### config.mk
export PLATFORM = sky130hd
export DESIGN_NAME = msdl_key_cmp
export DESIGN_NICKNAME = d
export VERILOG_FILES = /design/src/msdl_pkg.sv /design/src/msdl_key_cmp.sv
export SDC_FILE = /design/constraint.sdc
export NUM_CORES = 1
export LEC_CHECK = 0
export ABC_AREA = 1
export BUFFER_PORTS_ARGS = -buffer_cell sky130_fd_sc_hd__buf_2
export CAP_MARGIN = 20
export CELL_PAD_IN_SITES_DETAIL_PLACEMENT = 1
export CELL_PAD_IN_SITES_GLOBAL_PLACEMENT = 2
export CORE_MARGIN = 1.5
export CORE_UTILIZATION = 21
export DETAILED_ROUTE_END_ITERATION = 12
export PLACE_DENSITY = 0.94
export SYNTH_ARGS = -nofsm -noshare
export SYNTH_HDL_FRONTEND = slang
export SYNTH_SLANG_ARGS = --single-unit
### constraint.sdc
create_clock -name vclk -period 2.85
set_input_delay 0.285 -clock vclk [all_inputs]
set_output_delay 0.285 -clock vclk [all_outputs]
set_load 0.01 [all_outputs]
### src/msdl_pkg.sv
// shared types and constants for the match sort / dedup / limit block
// no dependencies; imported by every module of the block
package msdl_pkg;

	// configuration register width and reset value
	localparam int CFG_W = 7;
	localparam logic [CFG_W-1:0] LIMIT_RESET = 7'd64;

	// most results one record can carry
	localparam int MAX_RESULTS = 64;

	// sort key: field order gives the contig, position, strand precedence
	typedef struct packed {
		logic [31:0] contig;
		logic [31:0] position;
		logic [7:0]  strand;
	} key_t;

	// input word
	typedef struct packed {
		logic [31:0] contig;
		logic [31:0] position;
		logic [7:0]  strand;
		logic        has_entry;
		logic        prior_max_reached;
		logic        last;
	} in_word_t;

	// output word
	typedef struct packed {
		logic [31:0] out_contig;
		logic [31:0] out_position;
		logic [7:0]  out_strand;
		logic        out_has_entry;
		logic        max_reached;
		logic [6:0]  unique_count;
		logic        out_last;
	} out_word_t;

	// comparator flags
	typedef struct packed {
		logic lt;
		logic eq;
	} cmp_res_t;

endpackage

### src/msdl_key_cmp.sv
// shared key comparator, used by the sort and the duplicate passes
// depends on msdl_pkg (key_t, cmp_res_t)
module msdl_key_cmp import msdl_pkg::*; (
	input  key_t     a,
	input  key_t     b,
	output cmp_res_t res
);

	// unsigned compare over contig, then position, then strand
	assign res.lt = (a < b);
	assign res.eq = (a == b);

endmodule

==> flow_summary.ini <==
[place]
globalplace.congestion = 0.751
hpwl_mm = 6.10
port_buffers = 146

[finish]
seq_area_um2 = 0
nets = 692
nFlopsAndLatches = 0
fillCellCount = 1265
fin_util_pct = 31.3
multiInputGateArea_um2 = 1650
syn2layout_area_growth_pct = 44.6
nClkBuffers = 0
antenna_cells = 0
drive_above_1_share_pct = 33.3

[synthesis]
synthCells = 328
synth_top_area_share_pct = 45.0
syn_area_um2 = 2000
synth_most_common_cell = inv_1
ys_types = 18
synth_nets = 544
syn_area_per_cell_um2 = 6.10
yosysWarnings = 0
ys_top_cells_by_area = ha_1, inv_1, nand2_1
yosysTopAreaCell = ha_1
seq_area_frac_synth_pct = 0
yosys-top-cells-count = inv_1, nand2_1, ha_1, a21oi_1, nor2_1

[job]
cap_violations = 0

[floorplanning]
die_width_um = 101
num_rows = 35
ioPinCount = 146
start_util_pct = 21.7
die_height_um = 101
die_area_um2 = 10100
core_area_um2 = 9240

[sta]
finalSetupTns_ns = 0
fmax_mhz = 514
rsz0062_at_grt = no
worstMarginPinSlew_ns = 0.345
finalCritPeriodShare_pct = 68.3
final-setup-viol-count = 0
slew_headroom_pct = 76.9
finalHoldViolCount = 0
hold-worst-slack_ns = 1.15
min_period_ns = 1.95
maxSlewViolCount = 0

[power]
p_leak_nw = 1.96
switching_power_mw = 0.173
intPower_mw = 0.174
comb_power_share_pct = 100.0
power_density_nw_per_um2 = 120
p_sw_share_pct = 49.8
total_power_mw = 0.347
clock_power_share_pct = 0
seqPwrFrac_pct = 0
vdd_drop_max_uv = 35.0

[global_routing]
grt-ovfl-total = 0
grt_pass1_wl_mm = 10.4
grt_pass1_vias = 2628
antenna_found_initial = 0
grt_start_max_net_pins = 4
track_usage_pct = 11.9

[setup_path]
cpMaxStageDelayCell = ha_1
path_cells = buf_2 -> ha_1 -> nand2_1 -> nor2_1 -> nand4_1 -> nor2_1 -> nand3_1 -> nand3_1 -> nor2_1 -> buf_2
slowest_delay_ns = 0.29
crit_path_frequent_cell = nor2_1
critPathArrivalTime_ns = 1.66
crit_family = simple AND/OR/NAND/NOR gates
start_kind = input pin
cp-end-kind = output pin
path_max_fanout = 3
crit_type = input pin to output pin
path_buf_inv = 2
worstPathRequired_ns = 2.57

[outcome]
outcome = finished, final reports clean

[drt]
via_per_inst = 4.11
drt_wl_total_mm = 6.20
ant_nets = 0
routedWlPerCell_um = 10.3
dr.pass1.iters = 3
vias = 2478
drc = 0
drt_first_iter_violations = 16

[worst_hold_path]
hp-class = input pin to output pin

[clock_network]
postCtsSetupBuffers = 0
cts.hold.buffers_added = 0
ctsResizeCount = 0
-- cell families after synthesis --
family,Yosys count,share of synthesized area [%]
simple gates,119,25.4
buf+inv,93,17.4
fa+ha+maj,72,45.0
compound gates,44,12.2
-- path summary, 6_finish.rpt --
kind / start / end / slack [ns] / depth (start not counted)
max: a[15] / res[1] / 0.90 / 10
min: b[0] / res[0] / 1.15 / 5
-- layout by cell type (no fill, tap or decap), drive strengths merged --
cell type  instances
a21o               4
a21oi             30
and2               2
buf              146
clkinv             2
ha                72
inv               91
nand2             80
nand3              3
nand4              6
nor2              26
nor3               2
o21a               4
o21ai              6
-- power by group through the flow --
| stage | combinational [mW] | sequential (mW) | clock, mW |
|---|---|---|---|
| after global placement | 0.339 | 0 | 0 |
| after floorplan | 0.196 | 0 | 0 |
| after detailed placement | 0.355 | 0 | 0 |
| final | 0.347 | 0 | 0 |
| after CTS | 0.358 | 0 | 0 |
| after global routing | 0.413 | 0 | 0 |
-- layer usage --
layer	GRT usage, %	share of wire, %	wire length, um
met2	24.2	49	3040
met3	0.832	6.8	423
met5	0	0	0
met4	0.325	0.37	23
met1	14.2	44	2710
-- worst min-delay path, cell delays in order --
cell	delay (ns)
buf_2	0.08
ha_1	0.21
nand4_1	0.11
nor3_2	0.05
buf_2	0.13
-- area by class of cell --
cell class,count,area share [%]
inverters,93,12.1
multi-input cells,235,57.1
well taps,129,5.58
repair buffers,146,25.2
-- stage by stage --
stage	setup WS (ns)	cells	area, um2
CTS	0.833	603	2890
global route	0.720	603	2890
floorplan	1.28	328	2000
finish	0.904	603	2890
detailed placement	0.840	603	2890
global placement	0.861	603	2890
Note: power is estimated with default switching activity, not from simulation.
