### config.mk
export PLATFORM = sky130hd
export DESIGN_NAME = msdl_store
export DESIGN_NICKNAME = d
export VERILOG_FILES = /design/src/msdl_pkg.sv /design/src/msdl_store.sv
export SDC_FILE = /design/constraint.sdc
export NUM_CORES = 2
export LEC_CHECK = 0
export BUFFER_PORTS_ARGS = -buffer_cell sky130_fd_sc_hd__buf_4
export CAP_MARGIN = 40
export CELL_PAD_IN_SITES_DETAIL_PLACEMENT = 2
export CELL_PAD_IN_SITES_GLOBAL_PLACEMENT = 2
export CORE_ASPECT_RATIO = 1.1
export CORE_MARGIN = 5
export CORE_UTILIZATION = 55
export CTS_CLUSTER_DIAMETER = 200
export DETAILED_ROUTE_END_ITERATION = 12
export GPL_ROUTABILITY_DRIVEN = 0
export PLACE_DENSITY = 0.81
export SYNTH_ARGS = -nofsm -noshare
export SYNTH_HDL_FRONTEND = slang
export SYNTH_MEMORY_MAX_BITS = 65536
export SYNTH_SLANG_ARGS = --single-unit
### constraint.sdc
create_clock -name clk -period 20.5 [get_ports clk]
set_clock_uncertainty 0.15 [all_clocks]
set_input_delay 1.025 -clock clk [delete_from_list [all_inputs] [get_ports clk]]
set_output_delay 1.025 -clock clk [all_outputs]
set_load 0.01 [all_outputs]
### src/msdl_pkg.sv
// shared types and constants for the match sort / dedup / limit block
// no dependencies; imported by every module of the block
package msdl_pkg;

	// configuration register width and reset value
	localparam int CFG_W = 7;
	localparam logic [CFG_W-1:0] LIMIT_RESET = 7'd64;

	// most results one record can carry
	localparam int MAX_RESULTS = 64;

	// sort key: field order gives the contig, position, strand precedence
	typedef struct packed {
		logic [31:0] contig;
		logic [31:0] position;
		logic [7:0]  strand;
	} key_t;

	// input word
	typedef struct packed {
		logic [31:0] contig;
		logic [31:0] position;
		logic [7:0]  strand;
		logic        has_entry;
		logic        prior_max_reached;
		logic        last;
	} in_word_t;

	// output word
	typedef struct packed {
		logic [31:0] out_contig;
		logic [31:0] out_position;
		logic [7:0]  out_strand;
		logic        out_has_entry;
		logic        max_reached;
		logic [6:0]  unique_count;
		logic        out_last;
	} out_word_t;

	// comparator flags
	typedef struct packed {
		logic lt;
		logic eq;
	} cmp_res_t;

endpackage

### src/msdl_store.sv
// entry store: one write port, one read port with registered read data
// depends on msdl_pkg (key_t)
module msdl_store import msdl_pkg::*; #(
	parameter int DEPTH = 64,
	localparam int AW = $clog2(DEPTH)
) (
	input  logic          clk,
	input  logic          wr_en,
	input  logic [AW-1:0] wr_addr,
	input  key_t          wr_key,
	input  logic [AW-1:0] rd_addr,
	output key_t          rd_key
);

	key_t mem_q [DEPTH];

	// write port
	always_ff @(posedge clk) begin
		if (wr_en) begin
			mem_q[wr_addr] <= wr_key;
		end
	end

	// registered read port, reads every cycle
	always_ff @(posedge clk) begin
		rd_key <= mem_q[rd_addr];
	end

endmodule

==> flow_summary_export.csv, run 1 <==
group,metric,value,unit
synth,yosysUniqueCellTypes,27,
run_status,stop_stage,"detailed placement (3_5_place_dp)",
synth,netlist_area,175000,sq um
synth,synthAdderAreaFrac,0,%
floorplan,die_x,548,microns
synth,synth_top_family_by_area,"multiplexers",
synth,async_flop_share,0,%
synth,yosys-top-cells-area,"edfxtp_1 (79%), mux4_2 (15%), a22oi_1 (1.2%)",
floorplan,die_y,602,microns
synth,synth_ff_type,"edfxtp_1",
run_status,outcome,"did not finish",
synth,yosys_warnings,0,
synth,synthSimpleGateAreaFrac,0.882,%
synth,syn-num-nets,7391,
synth,synth-xor-area-share,0,%
place,dp_hpwl,483000,microns
place,port-buffer-count,157,
synth,yosys.area.top_type,"edfxtp_1",
synth,ys_seq_area_share,79.8,%
synth,synth_edf_count,4608,
synth,yosys-top-cells-count,"edfxtp_1 (4,608), mux4_2 (1,152), a22oi_1 (288)",
synth,synth.most_common_cell,"edfxtp_1",
synth,synth_mux_area_share,15.4,%
synth,synth_top_area_share,79.0,%
floorplan,row_count,217,
run_status,stop_error,"[ERROR DPL-0033] detailed placement checks failed during check placement.",
floorplan,start_util,55.2,%
synth,syn_inst,7305,
synth,synth_compound_area_share,2.74,%
synth,synth-seq-cells,4680,
synth,avgSynthCellArea,24.0,sq um
floorplan,boundaryPins,158,
-- through the flow --
step	cells	hold slack, ps	cell area, sq um	worst slack, ps
after floorplan	7305	630	175000	13330
after global placement	11436	661	182000	13570
-- kinds of logic after synthesis --
kind of cell / after synthesis
AND/OR/NAND/NOR: 317
flip-flops: 4680
buffers and inverters: 418
multiplexers: 1260
AO/OA/AOI/OAI: 630
==> run 2, diff against run 1 <==
==> config.mk (replaced) <==
export PLATFORM = sky130hd
export DESIGN_NAME = msdl_store
export DESIGN_NICKNAME = d
export VERILOG_FILES = /design/src/msdl_pkg.sv /design/src/msdl_store.sv
export SDC_FILE = /design/constraint.sdc
export NUM_CORES = 2
export LEC_CHECK = 0
export BUFFER_PORTS_ARGS = -buffer_cell sky130_fd_sc_hd__buf_4
export CAP_MARGIN = 40
export CORE_MARGIN = 5
export CORE_UTILIZATION = 40
export DETAILED_ROUTE_END_ITERATION = 12
export GPL_ROUTABILITY_DRIVEN = 0
export PLACE_DENSITY_LB_ADDON = 0.15
export SYNTH_ARGS = -nofsm -noshare
export SYNTH_HDL_FRONTEND = slang
export SYNTH_MEMORY_MAX_BITS = 65536
export SYNTH_SLANG_ARGS = --single-unit
==> run 2 against run 1 <==
  * The flow now finishes without violations
  * Area after synthesis stayed put
  * Synthesized cell count stayed put
==> flow_summary_export.csv, run 2 <==
group,metric,value,unit
floorplan,die_y,672,microns
worst_setup_path,critPathMaxStageDelay,760,ps
synth,yosys_warnings,0,
global_route,grt_overflow_total,0,
routing,route.detailed.drc,0,
layout,synthToLayoutAreaGrowth,15.1,%
cts,cts_resized,0,
worst_setup_path,crit_family,"buffers and inverters",
sta,setup_violations,0,
global_route,met2_usage,40.8,%
worst_setup_path,cpMaxStageDelayCell,"buf_4",
synth,yosys-top-cells-count,"edfxtp_1 (4,608), mux4_2 (1,152), a22oi_1 (288)",
synth,synth.most_common_cell,"edfxtp_1",
routing,vias,86226,
sta,finalHoldViolations,0,
power_and_ir_drop,p_seq_share,52.6,%
synth,yosysUniqueCellTypes,27,
power_and_ir_drop,power_switching,4340,uW
synth,synth_top_area_share,79.0,%
global_route,use_met1,33.4,%
cts,cts_root_buffer,"clkbuf_16",
power_and_ir_drop,ir_drop,0.0770,mV
cts,htreeDepth,5,
layout,final_nets,7943,
floorplan,die_area,451000,sq um
global_route,grt_usage,24.3,%
routing,firstDrtPassIters,5,
cts,clock_path_buffers,4,
worst_setup_path,required,21220,ps
worst_setup_path,critPathLaunchType,"primary input",
layout,top_register,"mem_q",
worst_setup_path,cp_max_fo,88,
flow_run,maxCapViolCount,0,
sta,min_period_over_period,27.9,%
global_route,antenna_found_initial,37,
global_route,grt_pass1_vias,86765,
routing,vias_per_cell,6.14,
sta,whs,354,ps
synth,yosys-top-cells-area,"edfxtp_1 (79%), mux4_2 (15%), a22oi_1 (1.2%)",
power_and_ir_drop,leakage,0.0625,uW
cts,cts_num_sinks,4680,
floorplan,start_util,40.1,%
sta,fmax,175,MHz
sta,grt_setup_unrepaired,"false",
sta,maxSlewViolCount,0,
synth,async_flop_share,0,%
routing,wl_per_cell,39.7,microns
cts,cts_tree,"built",
routing,wl,558000,microns
synth,yosys.area.top_type,"edfxtp_1",
synth,synth_edf_count,4608,
sta,tightest_slew,1270,ps
worst_setup_path,worstPathBufferInverterCount,7,
layout,final_common_cell,"edfxtp_1",
power_and_ir_drop,p_comb_share,4.6,%
global_route,grtUsageMet3,3.38,%
global_route,grt_first_pass_wirelength,757000,microns
worst_setup_path,endpoint_kind,"flop",
place,dp_hpwl,304000,microns
synth,syn_inst,7305,
synth,ys_seq_area_share,79.8,%
worst_hold_path,holdCritPathClass,"in2reg",
synth,synth_ff_type,"edfxtp_1",
layout,largest_reg_flops,4608,
synth,synth-seq-cells,4680,
layout,drive_above_1_share,29.3,%
power_and_ir_drop,swShare,21.5,%
layout,final_cell_mix,"edfxtp_1 (4,608), mux4_2 (1,152), clkbuf_16 (480)",
cts,numCtsBuffers,476,
cts,ctsHoldBuffers,0,
place,port-buffer-count,157,
synth,syn-num-nets,7391,
floorplan,row_count,243,
synth,netlist_area,175000,sq um
worst_setup_path,crit_type,"in2reg",
routing,drt_iter0_markers,10813,
global_route,grt-busiest-layer,"met2",
run_status,outcome,"complete, no violations",
power_and_ir_drop,powerDensity,100,nW/um^2
sta,setup_tns,0,ps
layout,largestRegisters,"mem_q (4608), rd_key (72)",
cts,clk_pin_slew,60,ps
floorplan,coreArea,437000,sq um
power_and_ir_drop,internal_power,15900,uW
worst_setup_path,crit_arrival,6440,ps
sta,fin_crit,5720,ps
routing,ant_nets,0,
floorplan,boundaryPins,158,
cts,clkLatencyLatePin,1030,ps
floorplan,die_x,672,microns
synth,avgSynthCellArea,24.0,sq um
power_and_ir_drop,clkPwrFrac,42.7,%
cts,post_cts_buffers,0,
worst_setup_path,crit_chain,"buf_16, buf_4, buf_16, buf_4, buf_4, buf_4, buf_4, mux4_2, a22oi_1, nand3_1, o211a_1",
global_route,grt_max_degree,126,
sta,slew_headroom,15.5,%
worst_setup_path,cpMostUsedCell,"buf_4",
run 2: final timing paths:
check	startpoint	end	slack, ps	depth (start not counted)
max reg2reg	mem_q[51][36]	rd_key[36]	18380	4
min reg2reg	mem_q[4][1]	rd_key[1]	690	4
min	wr_key[64]	mem_q[52][64]	350	1
max	rd_addr[0]	rd_key[37]	14780	11
run 2: layer usage:
layer | vias to the layer above | routed length, microns
met5 | - | 35
met4 | 8 | 19100
met3 | 842 | 39000
met2 | 3781 | 277000
met1 | 48621 | 222000
li1 | 32974 | -
run 2: power groups by stage:
stage	clock [uW]	sequential, uW	combinational, uW
6_report	8640	10600	936
5_1_grt	9210	10600	990
4_1_cts	8780	10600	949
3_5_place_dp	0	10800	948
3_3_place_gp	0	10800	920
2_1_floorplan	0	10800	487
run 2: area by class of cell:
cell class                      count  area, sq um
Tap cell                         5757         7200
Clock inverter                    269         2660
Antenna cell                       15         37.5
Fill cell                       35904       236000
Clock buffer                      625        12800
Timing Repair Buffer              492         5200
Sequential cell                  4680       140000
Multi-Input combinational cell   2207        33900
run 2: per-stage QoR:
| stage | util [%] | std cells | instance area (sq um) | power [uW] | setup WS (ps) |
|---|---|---|---|---|---|
| floorplan | - | 7305 | 175000 | 11300 | 13330 |
| global placement | 42.2 | 13058 | 184000 | 11800 | 13260 |
| detailed placement | 42.6 | 13136 | 186000 | 11800 | 13590 |
| CTS | 46.1 | 14030 | 202000 | 20400 | 14650 |
| global route | 46.1 | 14032 | 202000 | 20800 | 14290 |
| finish | 46.1 | 14045 | 202000 | 20200 | 14780 |
run 2: cell families (layout without fill, tap and decap cells):
family | count (synthesis) | in the layout | share of synthesized area [%]
AO/OA/AOI/OAI | 630 | 630 | 2.74
flip-flops | 4680 | 4680 | 79.8
buffers and inverters | 418 | 1386 | 1.16
other | 0 | 15 | 0
AND/OR/NAND/NOR | 317 | 317 | 0.882
multiplexers | 1260 | 1260 | 15.4
Note: power is estimated with default switching activity, not from simulation.
